<file path="config.mk">
export PLATFORM = sky130hd
export DESIGN_NAME = weighted_confusion_metrics
export DESIGN_NICKNAME = d
export VERILOG_FILES = /design/src/design/wcm_pkg.sv /design/src/design/weighted_confusion_metrics.sv /design/src/design/wcm_accum.sv /design/src/design/wcm_div.sv
export SDC_FILE = /design/constraint.sdc
export NUM_CORES = 1
export LEC_CHECK = 0
export ABC_AREA = 1
export BUFFER_PORTS_ARGS = -buffer_cell sky130_fd_sc_hd__clkbuf_2
export CAP_MARGIN = 20
export CORE_UTILIZATION = 30
export CTS_BUF_LIST = sky130_fd_sc_hd__clkbuf_16
export CTS_CLUSTER_DIAMETER = 120
export DETAILED_ROUTE_END_ITERATION = 8
export PLACE_DENSITY_LB_ADDON = 0.12
export REMOVE_ABC_BUFFERS = 1
export SETUP_SLACK_MARGIN = 0.02
export SLEW_MARGIN = 20
export SYNTH_ARGS = -nofsm -noshare
export SYNTH_HDL_FRONTEND = slang
export SYNTH_SLANG_ARGS = --single-unit
</file>
<file path="constraint.sdc">
create_clock -name i_clk -period 11.6 [get_ports i_clk]
set_input_delay 2.9 -clock i_clk [delete_from_list [all_inputs] [get_ports i_clk]]
set_output_delay 2.9 -clock i_clk [all_outputs]
set_load 0.01 [all_outputs]
</file>
<file path="src/design/wcm_pkg.sv">
// ============================================================================
// wcm_pkg
// Shared types and constants of the weighted confusion-matrix metrics block.
// ============================================================================
package wcm_pkg;

    // Fixed field widths
    localparam int PROB_BITS    = 16;
    localparam int WEIGHT_BITS  = 16;
    localparam int FRAC_BITS    = PROB_BITS + 1;
    localparam int MISS_BITS    = 24;
    localparam int FLAG_BITS    = 4;
    localparam int NUM_RATIOS   = 4;

    // Defaults of the top-level parameters
    localparam int COUNT_BITS_DEF = 32;
    localparam int ITEM_BITS_DEF  = 24;

    // Threshold after reset: one half
    localparam logic [PROB_BITS-1:0] THRESH_RESET = PROB_BITS'(1) << (PROB_BITS - 1);

    // Input tdata layout, lowest bit up: probability, observed, weight
    localparam int IN_OBS_POS     = PROB_BITS;
    localparam int IN_WEIGHT_LSB  = PROB_BITS + 1;
    localparam int IN_USED_BITS   = PROB_BITS + 1 + WEIGHT_BITS;
    localparam int IN_TDATA_BITS  = ((IN_USED_BITS + 7) / 8) * 8;

    // Output tdata layout, lowest bit up:
    // sensitivity, specificity, ppv, npv, miss_rate, undefined_flags, overflow
    localparam int OUT_USED_BITS  = NUM_RATIOS * FRAC_BITS + MISS_BITS + FLAG_BITS + 1;
    localparam int OUT_TDATA_BITS = ((OUT_USED_BITS + 7) / 8) * 8;
    localparam int OUT_PAD_BITS   = OUT_TDATA_BITS - OUT_USED_BITS;

    // Largest fraction (exactly one)
    localparam logic [FRAC_BITS-1:0] FRAC_ONE = FRAC_BITS'(1) << PROB_BITS;

    // Sequencer states
    typedef enum logic [1:0] {
        ST_IDLE,
        ST_START,
        ST_WAIT,
        ST_HOLD
    } t_state;

    // Division being worked on; ratio codes double as flag bit numbers
    typedef enum logic [2:0] {
        OP_SENS,
        OP_SPEC,
        OP_PPV,
        OP_NPV,
        OP_MISS
    } t_op;

    // Control from the sequencer to the accumulator
    typedef struct packed {
        logic take;   // an observation transaction is accepted
        logic clear;  // pass finished, return counters to zero
    } t_acc_ctl;

endpackage

</file>
<file path="src/design/weighted_confusion_metrics.sv">
// ============================================================================
// weighted_confusion_metrics
// Weighted confusion-matrix metrics of a binary classifier over one pass.
// ============================================================================
// Usage:
//   s_axis carries one observation per transaction (probability, observed
//   class, weight); s_axis_tlast marks the final observation of a pass.
//   Items that are not last produce no result and are taken one per cycle.
//   After the last item a sequencer runs five divisions in turn on one
//   shared bit-serial divider (sensitivity, specificity, PPV, NPV, miss
//   rate); one with a zero denominator skips the divider and yields zero.
//   The pass result is then written to the output register; s_axis is
//   not ready from the last item until that write.
//   The result sits in an output register: while it waits on m_axis_tready
//   the next pass may already accumulate; a second result waits until the
//   first one is taken. Counters clear when the result is registered.
//   The cfg channel writes the threshold (always ready); write it only
//   while the block is idle.
//   Reset (synchronous, active low) clears all counters, drops m_axis
//   valid and sets the threshold to one half.
// ============================================================================
module weighted_confusion_metrics #(
    parameter int COUNT_BITS = wcm_pkg::COUNT_BITS_DEF,
    parameter int ITEM_BITS  = wcm_pkg::ITEM_BITS_DEF
) (
    input  logic                                 i_clk,
    input  logic                                 i_rst_n,
    // Threshold write channel
    input  logic                                 i_cfg_valid,
    output logic                                 o_cfg_ready,
    input  logic [wcm_pkg::PROB_BITS-1:0]        i_cfg_data,
    // Observations
    input  logic                                 s_axis_tvalid,
    output logic                                 s_axis_tready,
    // tdata: probability[15:0], observed[16], weight[32:17], zero pad
    input  logic [wcm_pkg::IN_TDATA_BITS-1:0]    s_axis_tdata,
    input  logic                                 s_axis_tlast,
    // Pass results
    output logic                                 m_axis_tvalid,
    input  logic                                 m_axis_tready,
    // tdata: sensitivity[16:0], specificity[33:17], positive_predictive[50:34],
    //        negative_predictive[67:51], miss_rate[91:68],
    //        undefined_flags[95:92], counter_overflow[96], zero pad
    output logic [wcm_pkg::OUT_TDATA_BITS-1:0]   m_axis_tdata
);

    localparam int PB       = wcm_pkg::PROB_BITS;
    localparam int FB       = wcm_pkg::FRAC_BITS;
    localparam int MB       = wcm_pkg::MISS_BITS;
    localparam int NUM_BITS = COUNT_BITS + 1;
    localparam int DEN_BITS = (NUM_BITS > ITEM_BITS) ? NUM_BITS : ITEM_BITS;
    localparam int DIV_BITS = NUM_BITS + PB;

    // Threshold register
    logic [PB-1:0] r_threshold;

    always_ff @(posedge i_clk) begin
        if (!i_rst_n) begin
            r_threshold <= wcm_pkg::THRESH_RESET;
        end else if (i_cfg_valid) begin
            r_threshold <= i_cfg_data;
        end
    end

    assign o_cfg_ready = 1'b1;

    // Sequencer and datapath signals
    wcm_pkg::t_state   r_state, n_state;
    wcm_pkg::t_op      r_op, n_op;
    wcm_pkg::t_acc_ctl w_acc;
    logic              w_clear;

    logic [COUNT_BITS-1:0] w_tp, w_tn, w_fp, w_fn;
    logic [ITEM_BITS-1:0]  w_items;
    logic                  w_sat;

    logic [NUM_BITS-1:0]   w_num;
    logic [DEN_BITS-1:0]   w_den;
    logic                  w_div_start;
    logic                  w_div_done;
    logic [DIV_BITS-1:0]   w_div_q;

    logic                  w_in_take;
    logic                  w_res_we;
    logic                  w_res_zero;
    logic                  w_out_free;
    logic                  w_out_load;
    logic [MB-1:0]         w_miss_sat;

    logic [FB-1:0]                    r_frac [wcm_pkg::NUM_RATIOS];
    logic [MB-1:0]                    r_miss;
    logic [wcm_pkg::FLAG_BITS-1:0]    r_flags;
    logic                             r_out_valid;
    logic [wcm_pkg::OUT_TDATA_BITS-1:0] r_out_data;

    // Observations are taken only while idle
    assign s_axis_tready = (r_state == wcm_pkg::ST_IDLE);
    assign w_in_take  = s_axis_tvalid && s_axis_tready;
    assign w_out_free = !r_out_valid || m_axis_tready;
    assign w_acc      = '{take: w_in_take, clear: w_clear};

    // Counters
    wcm_accum #(
        .COUNT_BITS (COUNT_BITS),
        .ITEM_BITS  (ITEM_BITS)
    ) u_accum (
        .i_clk         (i_clk),
        .i_rst_n       (i_rst_n),
        .i_ctl         (w_acc),
        .i_threshold   (r_threshold),
        .i_probability (s_axis_tdata[PB-1:0]),
        .i_observed    (s_axis_tdata[wcm_pkg::IN_OBS_POS]),
        .i_weight      (s_axis_tdata[wcm_pkg::IN_USED_BITS-1:wcm_pkg::IN_WEIGHT_LSB]),
        .o_tp          (w_tp),
        .o_tn          (w_tn),
        .o_fp          (w_fp),
        .o_fn          (w_fn),
        .o_items       (w_items),
        .o_sat         (w_sat)
    );

    // Shared divider
    wcm_div #(
        .NUM_BITS (NUM_BITS),
        .DEN_BITS (DEN_BITS)
    ) u_div (
        .i_clk   (i_clk),
        .i_rst_n (i_rst_n),
        .i_start (w_div_start),
        .i_num   (w_num),
        .i_den   (w_den),
        .o_done  (w_div_done),
        .o_quot  (w_div_q)
    );

    // Operand select for the current division
    always_comb begin
        w_num = '0;
        w_den = '0;
        case (r_op)
            wcm_pkg::OP_SENS: begin
                w_num = NUM_BITS'(w_tp);
                w_den = DEN_BITS'(NUM_BITS'(w_tp) + NUM_BITS'(w_fn));
            end
            wcm_pkg::OP_SPEC: begin
                w_num = NUM_BITS'(w_tn);
                w_den = DEN_BITS'(NUM_BITS'(w_tn) + NUM_BITS'(w_fp));
            end
            wcm_pkg::OP_PPV: begin
                w_num = NUM_BITS'(w_tp);
                w_den = DEN_BITS'(NUM_BITS'(w_tp) + NUM_BITS'(w_fp));
            end
            wcm_pkg::OP_NPV: begin
                w_num = NUM_BITS'(w_tn);
                w_den = DEN_BITS'(NUM_BITS'(w_tn) + NUM_BITS'(w_fn));
            end
            wcm_pkg::OP_MISS: begin
                w_num = NUM_BITS'(w_fp) + NUM_BITS'(w_fn);
                w_den = DEN_BITS'(w_items);
            end
            default: begin
                w_num = '0;
                w_den = '0;
            end
        endcase
    end

    // Miss rate clamps to the Q8.16 range
    assign w_miss_sat = (|w_div_q[DIV_BITS-1:MB]) ? '1 : w_div_q[MB-1:0];

    // State register
    always_ff @(posedge i_clk) begin
        if (!i_rst_n) begin
            r_state <= wcm_pkg::ST_IDLE;
            r_op    <= wcm_pkg::OP_SENS;
        end else begin
            r_state <= n_state;
            r_op    <= n_op;
        end
    end

    // Next state and controls
    always_comb begin
        n_state     = r_state;
        n_op        = r_op;
        w_div_start = 1'b0;
        w_res_we    = 1'b0;
        w_res_zero  = 1'b0;
        w_out_load  = 1'b0;
        w_clear     = 1'b0;
        case (r_state)
            wcm_pkg::ST_IDLE: begin
                if (w_in_take && s_axis_tlast) begin
                    n_state = wcm_pkg::ST_START;
                    n_op    = wcm_pkg::OP_SENS;
                end
            end
            wcm_pkg::ST_START: begin
                if (w_den == '0) begin
                    w_res_we   = 1'b1;
                    w_res_zero = 1'b1;
                end else begin
                    w_div_start = 1'b1;
                    n_state     = wcm_pkg::ST_WAIT;
                end
            end
            wcm_pkg::ST_WAIT: begin
                if (w_div_done) begin
                    w_res_we = 1'b1;
                end
            end
            wcm_pkg::ST_HOLD: begin
                if (w_out_free) begin
                    w_out_load = 1'b1;
                    w_clear    = 1'b1;
                    n_state    = wcm_pkg::ST_IDLE;
                end
            end
            default: begin
                n_state = wcm_pkg::ST_IDLE;
            end
        endcase

        // Move on once a result is stored
        if (w_res_we) begin
            case (r_op)
                wcm_pkg::OP_SENS: begin
                    n_op    = wcm_pkg::OP_SPEC;
                    n_state = wcm_pkg::ST_START;
                end
                wcm_pkg::OP_SPEC: begin
                    n_op    = wcm_pkg::OP_PPV;
                    n_state = wcm_pkg::ST_START;
                end
                wcm_pkg::OP_PPV: begin
                    n_op    = wcm_pkg::OP_NPV;
                    n_state = wcm_pkg::ST_START;
                end
                wcm_pkg::OP_NPV: begin
                    n_op    = wcm_pkg::OP_MISS;
                    n_state = wcm_pkg::ST_START;
                end
                default: begin
                    n_state = wcm_pkg::ST_HOLD;
                end
            endcase
        end
    end

    // Zero-denominator flags, cleared at the start of each evaluation
    always_ff @(posedge i_clk) begin
        if (!i_rst_n) begin
            r_flags <= '0;
        end else if (r_state == wcm_pkg::ST_IDLE && w_in_take && s_axis_tlast) begin
            r_flags <= '0;
        end else if (w_res_we && w_res_zero && r_op != wcm_pkg::OP_MISS) begin
            r_flags[r_op[1:0]] <= 1'b1;
        end
    end

    // Result staging
    always_ff @(posedge i_clk) begin
        if (w_res_we) begin
            if (r_op == wcm_pkg::OP_MISS) begin
                r_miss <= w_res_zero ? '0 : w_miss_sat;
            end else begin
                r_frac[r_op[1:0]] <= w_res_zero ? '0 : w_div_q[FB-1:0];
            end
        end
    end

    // Output register
    always_ff @(posedge i_clk) begin
        if (!i_rst_n) begin
            r_out_valid <= 1'b0;
        end else if (w_out_load) begin
            r_out_valid <= 1'b1;
        end else if (m_axis_tready) begin
            r_out_valid <= 1'b0;
        end
    end

    always_ff @(posedge i_clk) begin
        if (w_out_load) begin
            r_out_data <= {{wcm_pkg::OUT_PAD_BITS{1'b0}}, w_sat, r_flags, r_miss,
                           r_frac[3], r_frac[2], r_frac[1], r_frac[0]};
        end
    end

    assign m_axis_tvalid = r_out_valid;
    assign m_axis_tdata  = r_out_data;

    // Checks
    a_load_from_hold: assert property (@(posedge i_clk) disable iff (!i_rst_n)
        $rose(m_axis_tvalid) |-> $past(r_state) == wcm_pkg::ST_HOLD)
        else $error("result registered outside the hold state");

    a_div_done_wait: assert property (@(posedge i_clk) disable iff (!i_rst_n)
        w_div_done |-> r_state == wcm_pkg::ST_WAIT)
        else $error("divider finished while sequencer was not waiting");

    a_clear_after_load: assert property (@(posedge i_clk) disable iff (!i_rst_n)
        w_out_load |=> (w_items == '0 && !w_sat))
        else $error("counters not cleared after the pass result");

    a_sens_flag_zero: assert property (@(posedge i_clk) disable iff (!i_rst_n)
        (m_axis_tvalid && m_axis_tdata[FB*wcm_pkg::NUM_RATIOS + MB]) |->
            m_axis_tdata[FB-1:0] == '0)
        else $error("sensitivity nonzero with zero denominator");

    a_frac_range: assert property (@(posedge i_clk) disable iff (!i_rst_n)
        m_axis_tvalid |-> (m_axis_tdata[FB-1:0] <= wcm_pkg::FRAC_ONE &&
                           m_axis_tdata[2*FB-1:FB] <= wcm_pkg::FRAC_ONE))
        else $error("fraction above one");

endmodule

</file>
<file path="src/design/wcm_accum.sv">
// ============================================================================
// wcm_accum
// Confusion counters: one compare and one shared saturating add per item.
// ============================================================================
module wcm_accum #(
    parameter int COUNT_BITS = wcm_pkg::COUNT_BITS_DEF,
    parameter int ITEM_BITS  = wcm_pkg::ITEM_BITS_DEF
) (
    input  logic                             i_clk,
    input  logic                             i_rst_n,
    input  wcm_pkg::t_acc_ctl                i_ctl,
    input  logic [wcm_pkg::PROB_BITS-1:0]    i_threshold,
    input  logic [wcm_pkg::PROB_BITS-1:0]    i_probability,
    input  logic                             i_observed,
    input  logic [wcm_pkg::WEIGHT_BITS-1:0]  i_weight,
    output logic [COUNT_BITS-1:0]            o_tp,
    output logic [COUNT_BITS-1:0]            o_tn,
    output logic [COUNT_BITS-1:0]            o_fp,
    output logic [COUNT_BITS-1:0]            o_fn,
    output logic [ITEM_BITS-1:0]             o_items,
    output logic                             o_sat
);

    logic [COUNT_BITS-1:0] r_tp, r_tn, r_fp, r_fn;
    logic [ITEM_BITS-1:0]  r_items;
    logic                  r_sat;

    logic                  w_pos;
    logic [COUNT_BITS-1:0] w_sel;
    logic [COUNT_BITS:0]   w_sum;
    logic                  w_full;
    logic [COUNT_BITS-1:0] w_new;

    // Classify and pick the counter that this item feeds
    always_comb begin
        w_pos = i_probability > i_threshold;
        case ({i_observed, w_pos})
            2'b11:   w_sel = r_tp;
            2'b10:   w_sel = r_fn;
            2'b01:   w_sel = r_fp;
            default: w_sel = r_tn;
        endcase
        w_sum  = {1'b0, w_sel} + (COUNT_BITS + 1)'(i_weight);
        w_full = w_sum[COUNT_BITS];
        w_new  = w_full ? '1 : w_sum[COUNT_BITS-1:0];
    end

    // Counter registers
    always_ff @(posedge i_clk) begin
        if (!i_rst_n || i_ctl.clear) begin
            r_tp    <= '0;
            r_tn    <= '0;
            r_fp    <= '0;
            r_fn    <= '0;
            r_items <= '0;
            r_sat   <= 1'b0;
        end else if (i_ctl.take) begin
            case ({i_observed, w_pos})
                2'b11:   r_tp <= w_new;
                2'b10:   r_fn <= w_new;
                2'b01:   r_fp <= w_new;
                default: r_tn <= w_new;
            endcase
            if (w_full) begin
                r_sat <= 1'b1;
            end
            if (r_items != '1) begin
                r_items <= r_items + ITEM_BITS'(1);
            end
        end
    end

    assign o_tp    = r_tp;
    assign o_tn    = r_tn;
    assign o_fp    = r_fp;
    assign o_fn    = r_fn;
    assign o_items = r_items;
    assign o_sat   = r_sat;

endmodule

</file>
<file path="src/design/wcm_div.sv">
// ============================================================================
// wcm_div
// Shared restoring divider: floor(num * 2^PROB_BITS / den), one bit a cycle.
// ============================================================================
module wcm_div #(
    parameter int NUM_BITS = wcm_pkg::COUNT_BITS_DEF + 1,
    parameter int DEN_BITS = wcm_pkg::COUNT_BITS_DEF + 1
) (
    input  logic                                     i_clk,
    input  logic                                     i_rst_n,
    input  logic                                     i_start,
    input  logic [NUM_BITS-1:0]                      i_num,
    input  logic [DEN_BITS-1:0]                      i_den,
    output logic                                     o_done,
    output logic [NUM_BITS+wcm_pkg::PROB_BITS-1:0]   o_quot
);

    localparam int DIV_BITS = NUM_BITS + wcm_pkg::PROB_BITS;
    localparam int CNT_BITS = $clog2(DIV_BITS + 1);

    logic [DEN_BITS-1:0] r_den;
    logic [DEN_BITS-1:0] r_rem;
    logic [DIV_BITS-1:0] r_quo;   // dividend shifts out, quotient shifts in
    logic [CNT_BITS-1:0] r_cnt;
    logic                r_busy;
    logic                r_done;

    logic [DEN_BITS:0]   w_trial;
    logic [DEN_BITS:0]   w_diff;
    logic                w_ge;

    // One trial subtraction per step
    always_comb begin
        w_trial = {r_rem, r_quo[DIV_BITS-1]};
        w_diff  = w_trial - {1'b0, r_den};
        w_ge    = w_trial >= {1'b0, r_den};
    end

    // Step control
    always_ff @(posedge i_clk) begin
        if (!i_rst_n) begin
            r_busy <= 1'b0;
            r_done <= 1'b0;
            r_cnt  <= '0;
        end else begin
            r_done <= 1'b0;
            if (i_start) begin
                r_busy <= 1'b1;
                r_cnt  <= CNT_BITS'(DIV_BITS);
            end else if (r_busy) begin
                r_cnt <= r_cnt - CNT_BITS'(1);
                if (r_cnt == CNT_BITS'(1)) begin
                    r_busy <= 1'b0;
                    r_done <= 1'b1;
                end
            end
        end
    end

    // Datapath
    always_ff @(posedge i_clk) begin
        if (i_start) begin
            r_den <= i_den;
            r_rem <= '0;
            r_quo <= {i_num, {wcm_pkg::PROB_BITS{1'b0}}};
        end else if (r_busy) begin
            r_rem <= w_ge ? w_diff[DEN_BITS-1:0] : w_trial[DEN_BITS-1:0];
            r_quo <= {r_quo[DIV_BITS-2:0], w_ge};
        end
    end

    assign o_done = r_done;
    assign o_quot = r_quo;

endmodule

</file>
==> impl_metrics.env, run 1 <==
export IMPL_place_congestion=0.9148
export IMPL_worstPathMaxFanout=26
export IMPL_cts_setup_buffers=0
export IMPL_synth_area_leaders="edfxtp_1 (25%), dfxtp_1 (15%), nand2_1 (13%), inv_1 (9.0%), ha_1 (7.1%)"
export IMPL_grt_pass1_wl_um=156500
export IMPL_start_util_pct=30.24
export IMPL_powerDensity_mw_per_mm2=185.3
export IMPL_via_count=27120
export IMPL_max_stage_delay_ps=540
export IMPL_whs_ps=416.6
export IMPL_min_from="r_frac[0][16]$_DFFE_PP_"
export IMPL_hp_class="reg -> reg"
export IMPL_core_area_mm2=0.1016
export IMPL_synth_ff_type="edfxtp_1"
export IMPL_clkSlewWorstSetupHoldPaths_ps=60
export IMPL_num_antenna_cells=0
export IMPL_viasPerCell=4.693
export IMPL_slew_headroom_pct=32.16
export IMPL_syn_inst=4230
export IMPL_cts_root_buf="clkbuf_16"
export IMPL_routedWlPerCell_um=17.92
export IMPL_crit_arrival_ps=9040
export IMPL_synth_top_area_share_pct=24.92
export IMPL_dp_slack_ps=2397
export IMPL_slew_viol_final=0
export IMPL_synth_edf_count=255
export IMPL_nets=4601
export IMPL_min_path_cells=0
export IMPL_crit_family="simple AND/OR/NAND/NOR gates"
export IMPL_fill_cells=11070
export IMPL_grt_max_degree=74
export IMPL_r2r_end="u_div.o_quot[20]$_DFFE_PP_"
export IMPL_worst_r2r_cell_count=25
export IMPL_rows=117
export IMPL_vdd_drop_max_mv=0.1240
export IMPL_cts_tree="yes"
export IMPL_drive_gt1_share_pct=8.390
export IMPL_htreeDepth=2
export IMPL_drt_wl_total_um=103500
export IMPL_yosysWarnings=0
export IMPL_post_cts_resized=0
export IMPL_async_flop_share_pct=0
export IMPL_cts_path_max_buffers=3
export IMPL_cp_required_ps=12170
export IMPL_numCtsBuffers=58
export IMPL_insertion_delay_ps=670
export IMPL_r2r_start="r_op[2]$_SDFF_PN0_"
export IMPL_postLayoutCellArea_mm2=0.03498
export IMPL_synth_top_area_cell="edfxtp_1"
export IMPL_hold_path_endpoint="m_axis_tdata[16]$_DFFE_PP_"
export IMPL_area_growth_pct=13.86
export IMPL_grt_antenna_before_repair=0
export IMPL_syn_area_mm2=0.03072
export IMPL_setup_ws_ps=3135
export IMPL_hold_viol_final=0
export IMPL_die_height_um=322.0
export IMPL_final_setup_viol_count=0
export IMPL_track_usage_pct=19.85
export IMPL_tightestPinTransition_ps=1014
export IMPL_postRouteAntennaNets=0
export IMPL_drt_iter0_drc=1812
export IMPL_pin_count=169
export IMPL_synth_seq_cells=491
export IMPL_cts_sinks=491
export IMPL_p_leak_nw=16.23
export IMPL_place_inst=5668
export IMPL_firstDrtPassIters=5
export IMPL_total_power_mw=6.481
export IMPL_startpoint="s_axis_tdata[15]"
export IMPL_fin_util_pct=34.43
export IMPL_end_kind="flip-flop"
export IMPL_crit_type="in -> reg"
export IMPL_path_buf_inv=6
export IMPL_netlist_cell_type_count=56
export IMPL_cp_start_kind="primary input"
export IMPL_grt_setup_unrepaired="no"
export IMPL_dpl_cell_area_mm2=0.03299
export IMPL_portBuffers=153
export IMPL_fin_setup_tns_ps=0
export IMPL_cts_hold_buf=0
export IMPL_route_detailed_drc=0
export IMPL_outcome="finished, final reports clean"
export IMPL_skew_ps=44.93
export IMPL_seq_area_frac_synth_pct=40.30
export IMPL_layout_min_cycle_time_ps=8465
export IMPL_fin_cells=5778
export IMPL_cp_depth=31
export IMPL_period_share_pct=72.97
export IMPL_max_cap_violations=0
export IMPL_grt_pass1_vias=25680
export IMPL_die_area_mm2=0.1037
export IMPL_max_clock_freq_ghz=0.1181
export IMPL_r2r_slack_ps=5020
export IMPL_cp_slowest_cell="inv_1"
export IMPL_hpwl_um=78470
export IMPL_syn_area_per_cell_um2=7.263
export IMPL_die_x_um=322.0
export IMPL_grt_ovfl_total=0
## cells by family after synthesis
logic type	count (synthesis)	share of synthesized area, %
other cells	2	0.02445
simple gates	1744	23.89
fa+ha+maj	179	7.412
buf+inv	898	11.35
flops	491	40.30
compound gates	863	15.51
xor+xnor	53	1.511
## cell usage in the layout, fill, tap and decap left out, types with 15 or more instances in the layout
cell	instances
a21oi_1	345
a22o_1	15
buf_4	42
clkbuf_16	59
clkbuf_2	153
clkinv_1	22
dfxtp_1	236
edfxtp_1	255
ha_1	174
inv_1	747
inv_2	15
nand2_1	1025
nand3_1	228
nand3b_1	16
nand4_1	57
nor2_1	300
nor2_2	20
nor3_1	31
o211ai_1	18
o21ai_0	328
o21bai_1	18
o221ai_1	22
o22ai_1	40
xnor2_1	21
xor2_1	32
## worst reg2reg max path, stage by stage, from the launching register on
cell      delay (ps)
dfxtp_1          520
nor2_2            80
nand2_2           60
buf_4            620
o21ai_0          460
ha_1             570
nand2_1          170
nor2_1           230
inv_1             80
nor2_2           150
and2_1           160
nand2_1          110
nand2_1           90
nand2_1           40
nand3_1           60
nand2_1          150
nor2_1           130
nand2_1           60
nor2_1           140
nand2_1          150
nor2_2           190
nand2_1          110
nand2_4          360
clkinv_2         750
buf_4            570
a22o_1           340
## how the worst max path moves through the flow
stage	to	slack, ps
2_1_floorplan	u_accum.o_fn[14]$_SDFFE_PP0P_	3220
3_5_place_dp	u_accum.o_fn[20]$_SDFFE_PP0P_	2400
3_3_place_gp	u_accum.o_fn[20]$_SDFFE_PP0P_	2420
5_1_grt	u_accum.o_tp[20]$_SDFFE_PP0P_	2730
4_1_cts	u_accum.o_tn[19]$_SDFFE_PP0P_	3100
6_report	u_accum.o_tp[20]$_SDFFE_PP0P_	3140
## metal layers
metal  vias up  wire, um  GRT usage, %  part of all wire [%]
met5         -         0             0                     0
met4         0      2623         5.746                   2.5
met3       108      3529         1.805                   3.4
met2       489     49270         34.71                    48
met1     12410     48110         25.82                    46
li1      14110         -             -                     -
## power by group
group	internal (mW)	switching, mW
Combinational	0.709	1.54
Sequential	2.14	0.192
Clock	1.11	0.788
Total	3.96	2.52
## synthesized netlist by cell type (2+ instances only)
library cell  number
nand2_1         1027
inv_1            739
a21oi_1          345
o21ai_0          328
nor2_1           308
edfxtp_1         255
dfxtp_1          236
nand3_1          228
ha_1             174
clkbuf_1          95
nand4_1           57
o22ai_1           40
xor2_1            32
nor3_1            31
o221ai_1          22
xnor2_1           21
o211ai_1          18
o21bai_1          18
buf_2             16
inv_2             16
nand3b_1          16
a22o_1            15
buf_4             15
a211oi_1          14
nor4_1            14
o21ai_1           14
nor2_2            13
or2_2             13
nand3_2           11
a31oi_1           10
clkinv_1          10
a21boi_0           9
o21a_1             9
and2_1             8
nand2_2            8
a21o_1             7
buf_6              5
fa_1               5
a221oi_1           4
o21ai_2            3
conb_1             2
nor3_2             2
nor3b_1            2
o21ba_2            2
or2_0              2
## area by class of cell
| type | instances | area [um^2] | area share, % |
|---|---|---|---|
| Tap cell | 1368 | 1712 | 4.893 |
| Multi-Input combinational cell | 2847 | 14910 | 42.64 |
| Clock inverter | 51 | 514.2 | 1.470 |
| Timing Repair Buffer | 196 | 1101 | 3.148 |
| Clock buffer | 59 | 1476 | 4.221 |
| Inverter | 766 | 2882 | 8.237 |
| Sequential cell | 491 | 12380 | 35.40 |
## flip-flops by register name, indices dropped and copies added, names as in the netlist, 24 cells and up
signal,count
m_axis_tdata,97
r_frac,68
r_miss,24
u_accum.o_fn,32
u_accum.o_fp,32
u_accum.o_items,24
u_accum.o_tn,32
u_accum.o_tp,32
u_div.o_quot,49
u_div.r_den,33
u_div.r_rem,33
No activity file was read; power rests on OpenSTA's default activity.
==> inputs of run 2 (changes only) <==
==> constraint.sdc (replaced) <==
create_clock -name i_clk -period 7.4 [get_ports i_clk]
set_input_delay 1.85 -clock i_clk [delete_from_list [all_inputs] [get_ports i_clk]]
set_output_delay 1.85 -clock i_clk [all_outputs]
set_load 0.01 [all_outputs]
==> run 2 against run 1 <==
  * Global-route usage is essentially flat
  * Cell area grew 0.53%
  * Critical path type unchanged
  * Setup slack worse by 2300 ps
  * Core utilization up 0.18 points
  * Highest routed layer unchanged
  * First-iteration DRC count shrank 1.0%
  * Clock power grew 49%
  * Critical endpoint is now u_accum.o_tn[28]$_SDFFE_PP0P_
  * Total power rose by 56%
==> impl_metrics.env, run 2 (synthesis gave the netlist of run 1 again) <==
export IMPL_layout_common_cells="nand2_1 (1025), inv_1 (747), a21oi_1 (345)"
export IMPL_startpoint="s_axis_tdata[15]"
export IMPL_htreeDepth=2
export IMPL_layout_min_cycle_time_ps=6573
export IMPL_grt_pass1_wl_um=157100
export IMPL_cts_sinks=491
export IMPL_post_cts_resized=0
export IMPL_cts_path_max_buffers=3
export IMPL_grt_antenna_before_repair=2
export IMPL_postRouteAntennaNets=0
export IMPL_numCtsBuffers=57
export IMPL_tightestPinTransition_ps=1005
export IMPL_hpwl_um=80750
export IMPL_core_area_mm2=0.1016
export IMPL_drt_iter0_drc=1793
export IMPL_r2r_end="u_div.r_den[25]$_DFFE_PP_"
export IMPL_cts_root_buf="clkbuf_16"
export IMPL_slew_viol_final=0
export IMPL_crit_type="in -> reg"
export IMPL_cts_setup_buffers=0
export IMPL_fin_util_pct=34.61
export IMPL_grt_setup_unrepaired="no"
export IMPL_postLayoutCellArea_mm2=0.03517
export IMPL_cpMostUsedCell="nand2_1"
export IMPL_route_detailed_drc=0
export IMPL_registers_top_by_ff_count="m_axis_tdata"
export IMPL_cp_start_kind="primary input"
export IMPL_drt_wl_total_um=103600
export IMPL_die_area_mm2=0.1037
export IMPL_skew_ps=27.74
export IMPL_dpl_cell_area_mm2=0.03326
export IMPL_nets=4633
export IMPL_vdd_drop_max_mv=0.1749
export IMPL_crit_arrival_ps=7150
export IMPL_routedWlPerCell_um=17.82
export IMPL_final_common_cell="nand2_1"
export IMPL_place_congestion=0.9213
export IMPL_cp_slowest_cell="nor3_1"
export IMPL_r2r_start="r_op[0]$_SDFF_PN0_"
export IMPL_r2r_slack_ps=1600
export IMPL_grt_ovfl_total=0
export IMPL_p_leak_nw=16.33
export IMPL_cp_required_ps=7980
export IMPL_portBuffers=153
export IMPL_outcome="finished, final reports clean"
export IMPL_die_height_um=322.0
export IMPL_grt_max_degree=72
export IMPL_max_cap_violations=0
export IMPL_drive_gt1_share_pct=9.029
export IMPL_endpoint="u_accum.o_tn[28]$_SDFFE_PP0P_"
export IMPL_largest_reg_flops=97
export IMPL_viasPerCell=4.703
export IMPL_via_count=27340
export IMPL_final_setup_viol_count=0
export IMPL_hold_viol_final=0
export IMPL_grt_pass1_vias=25980
export IMPL_cts_tree="yes"
export IMPL_fin_setup_tns_ps=0
export IMPL_worst_r2r_cell_count=26
export IMPL_firstDrtPassIters=7
export IMPL_powerDensity_mw_per_mm2=286.7
export IMPL_rows=117
export IMPL_slew_headroom_pct=32.37
export IMPL_end_kind="flip-flop"
export IMPL_insertion_delay_ps=670
export IMPL_track_usage_pct=19.86
export IMPL_period_share_pct=88.82
export IMPL_max_clock_freq_ghz=0.1521
export IMPL_hp_class="reg -> reg"
export IMPL_pin_count=169
export IMPL_max_stage_delay_ps=310
export IMPL_worstPathMaxFanout=13
export IMPL_cts_hold_buf=0
export IMPL_start_util_pct=30.24
export IMPL_die_x_um=322.0
export IMPL_clkSlewWorstSetupHoldPaths_ps=60
export IMPL_area_growth_pct=14.46
run 2: changes by cell type in the layout (fill, tap and decap cells not counted), sizes merged:
cell | before | now
buf | 43 | 76
inv | 764 | 768
bufinv | 8 | 5
diode | 0 | 3
clkbuf | 212 | 210
clkinv | 39 | 38
run 2: final cells by class:
| class | instances | area, um^2 |
|---|---|---|
| fillers | 11080 | 66430 |
| multi-input cells | 2847 | 14920 |
| flip-flops and latches | 491 | 12380 |
| inverters | 766 | 2882 |
| well taps | 1368 | 1712 |
| clock buffers | 57 | 1426 |
| repair buffers | 229 | 1361 |
| clock inverters | 51 | 475.5 |
| diodes | 3 | 7.507 |
run 2: worst min-delay path by stage:
stage	start	slack, ps	cells after the start	end
CTS	r_frac[0][9]$_DFFE_PP_	410	0	m_axis_tdata[9]$_DFFE_PP_
finish	r_frac[0][9]$_DFFE_PP_	410	0	m_axis_tdata[9]$_DFFE_PP_
detailed placement	r_frac[0][14]$_DFFE_PP_	400	0	m_axis_tdata[14]$_DFFE_PP_
global placement	r_miss[21]$_SDFFCE_PP0P_	400	0	m_axis_tdata[89]$_DFFE_PP_
floorplan	r_frac[0][0]$_DFFE_PP_	400	0	m_axis_tdata[0]$_DFFE_PP_
global route	r_frac[0][9]$_DFFE_PP_	420	0	m_axis_tdata[9]$_DFFE_PP_
run 2: report_power, final:
group	internal (mW)	switching (mW)	leakage [nW]
logic	1.16	2.43	11.2
clock network	1.60	1.24	0.944
registers	3.35	0.302	4.20
run 2: worst max-delay path, delay by kind of cell:
family | cells | cell delay [ps]
and+or+nand+nor | 12 | 2150
AOI/OAI and AO/OA | 9 | 1590
buffers and inverters | 4 | 770
adders and majority gates | 3 | 740
run 2: through the flow:
step / hold slack, ps / worst slack (ps) / total power, mW / std cells
global route: 416.6 / 403.4 / 10.78 / 5809
detailed placement: 404.5 / 75.77 / 7.316 / 5701
floorplan: 400.3 / 71.41 / 5.993 / 4104
global placement: 400.6 / 10.14 / 7.320 / 5701
CTS: 411.6 / 786.1 / 10.22 / 5809
finish: 412.0 / 827.0 / 10.08 / 5812
run 2: routing by layer:
layer  global-route usage [%]  wire [um]  vias up
met4                    7.418       3866        0
met1                    25.68      46930    12410
met3                    2.785       4881      148
li1                         -          -    14190
met2                    33.41      47910      582
met5                        0          0        -
==> inputs of run 3 (changes only) <==
--- a/config.mk
+++ b/config.mk
@@ -13,9 +13,10 @@
 export CTS_CLUSTER_DIAMETER = 120
 export DETAILED_ROUTE_END_ITERATION = 8
 export PLACE_DENSITY_LB_ADDON = 0.12
+export RECOVER_POWER = 25
 export REMOVE_ABC_BUFFERS = 1
 export SETUP_SLACK_MARGIN = 0.02
-export SLEW_MARGIN = 20
+export SLEW_MARGIN = 10
 export SYNTH_ARGS = -nofsm -noshare
 export SYNTH_HDL_FRONTEND = slang
 export SYNTH_SLANG_ARGS = --single-unit
==> run 3 against run 2 <==
  * The run now ends with max-capacitance violations, max-slew violations left
  * Largest cell class unchanged
  * Critical path type unchanged
  * Critical endpoint is now u_accum.o_fp[0]$_SDFFE_PP0P_
  * Total power up 1.5%
  * Non-clock buffer count up 2
  * Die area unchanged
  * Setup slack worse by 37 ps
  * Largest power group unchanged
  * First-iteration DRC count up 4.0%
  * Combinational power about the same
==> impl_metrics.env, run 3 (synthesis gave the netlist of run 1 again) <==
export IMPL_period_share_pct=89.33
export IMPL_dpl_cell_area_mm2=0.03330
export IMPL_portBuffers=153
export IMPL_area_growth_pct=14.69
export IMPL_track_usage_pct=19.98
export IMPL_cts_path_max_buffers=3
export IMPL_fin_setup_tns_ps=0
export IMPL_layout_common_cells="nand2_1 (1025), inv_1 (745), a21oi_1 (345)"
export IMPL_routedWlPerCell_um=17.90
export IMPL_cts_setup_buffers=0
export IMPL_viasPerCell=4.705
export IMPL_htreeDepth=2
export IMPL_die_area_mm2=0.1037
export IMPL_cts_tree="yes"
export IMPL_numCtsBuffers=58
export IMPL_grt_max_degree=72
export IMPL_die_x_um=322.0
export IMPL_final_common_cell="nand2_1"
export IMPL_slew_viol_final=43
export IMPL_route_detailed_drc=0
export IMPL_powerDensity_mw_per_mm2=290.6
export IMPL_hold_viol_final=0
export IMPL_nets=4636
export IMPL_grt_ovfl_total=0
export IMPL_via_count=27350
export IMPL_max_clock_freq_ghz=0.1513
export IMPL_cp_start_kind="primary input"
export IMPL_die_height_um=322.0
export IMPL_slew_headroom_pct=-37.56
export IMPL_rows=117
export IMPL_drive_gt1_share_pct=7.942
export IMPL_max_cap_violations=1
export IMPL_postRouteAntennaNets=0
export IMPL_hpwl_um=81120
export IMPL_crit_type="in -> reg"
export IMPL_postLayoutCellArea_mm2=0.03524
export IMPL_layout_min_cycle_time_ps=6610
export IMPL_firstDrtPassIters=5
export IMPL_final_setup_viol_count=0
export IMPL_grt_pass1_wl_um=158700
export IMPL_violations="max-capacitance violations, max-slew violations"
export IMPL_drt_wl_total_um=104100
export IMPL_clkSlewWorstSetupHoldPaths_ps=60
export IMPL_registers_top_by_ff_count="m_axis_tdata"
export IMPL_end_kind="flip-flop"
export IMPL_p_leak_nw=16.22
export IMPL_grt_antenna_before_repair=2
export IMPL_cp_required_ps=7950
export IMPL_cts_hold_buf=0
export IMPL_place_congestion=0.9213
export IMPL_start_util_pct=30.24
export IMPL_crit_arrival_ps=7160
export IMPL_cts_root_buf="clkbuf_16"
export IMPL_num_antenna_cells=0
export IMPL_largest_reg_flops=97
export IMPL_cts_sinks=491
export IMPL_vdd_drop_max_mv=0.1526
export IMPL_pin_count=169
export IMPL_grt_setup_unrepaired="no"
export IMPL_tightestPinTransition_ps=2052
export IMPL_outcome="finished with violations"
export IMPL_grt_pass1_vias=26080
export IMPL_worstPathMaxFanout=20
export IMPL_core_area_mm2=0.1016
export IMPL_drt_iter0_drc=1865
export IMPL_skew_ps=29.72
export IMPL_post_cts_resized=0
export IMPL_insertion_delay_ps=680
export IMPL_hp_class="reg -> reg"
## run 3: metal layers
metal | wire length [um] | vias up | part of all wire (%) | global-route usage [%]
li1 | - | 14180 | - | -
met1 | 48720 | 12590 | 47 | 26.48
met2 | 49380 | 491 | 47 | 34.56
met3 | 3601 | 94 | 3.5 | 1.761
met4 | 2375 | 0 | 2.3 | 5.386
met5 | 0 | - | 0 | 0
## run 3: final timing paths
check | endpoint | from | slack [ps] | cells past startpoint
worst min register to register | m_axis_tdata[9]$_DFFE_PP_ | r_frac[0][9]$_DFFE_PP_ | 400 | 0
worst max-delay path | u_accum.o_fp[0]$_SDFFE_PP0P_ | s_axis_tdata[15] | 790 | 28
worst max register to register | u_div.r_den[19]$_DFFE_PP_ | r_op[2]$_SDFF_PN0_ | 1650 | 24
worst min-delay path | m_axis_tdata[9]$_DFFE_PP_ | r_frac[0][9]$_DFFE_PP_ | 400 | 0
## run 3: cell type report
| class | count | area (um^2) |
|---|---|---|
| tap | 1368 | 1712 |
| sequential | 491 | 12380 |
| inverter | 766 | 2880 |
| timing repair buffer | 231 | 1334 |
| multi-input combinational | 2847 | 14910 |
| fill | 11130 | 66360 |
| clock buffer | 60 | 1501 |
| clock inverter | 50 | 513.0 |
## run 3: power breakdown
part / total, mW / switching (mW) / leakage (nW) / internal (mW)
registers: 3.66 / 0.303 / 4.20 / 3.36
clock network: 2.98 / 1.28 / 0.993 / 1.71
logic: 3.60 / 2.44 / 11.0 / 1.16
## run 3: metrics by stage
step / hold slack [ps] / worst slack (ps) / std cells / utilization (%) / power (mW)
3_3_place_gp: 400.6 / 10.14 / 5701 / 32.73 / 7.320
4_1_cts: 388.4 / 754.1 / 5813 / 34.76 / 10.36
2_1_floorplan: 400.3 / 71.41 / 4104 / - / 5.993
6_report: 399.0 / 789.8 / 5813 / 34.68 / 10.24
3_5_place_dp: 404.5 / 48.47 / 5703 / 32.78 / 7.323
5_1_grt: 400.2 / 406.7 / 5813 / 34.68 / 10.91
## run 3: critical path: stages
cell and delay, ps:
clkbuf_2 90, ha_1 310, nand4_1 120, nor3_1 330
nand3_1 280, buf_4 230, nand3_4 90, clkinv_2 290
a211oi_1 320, a21oi_1 70, ha_1 230, fa_1 420
nand3_1 100, nand2_1 140, nand4_1 110, o211ai_1 220
a21boi_1 320, o21ai_2 120, a21boi_0 190, buf_4 160
o21ai_2 100, nand3_1 200, nor2_2 90, nand2_2 150
buf_12 190, nand2_1 150, o21ai_0 190, inv_1 50
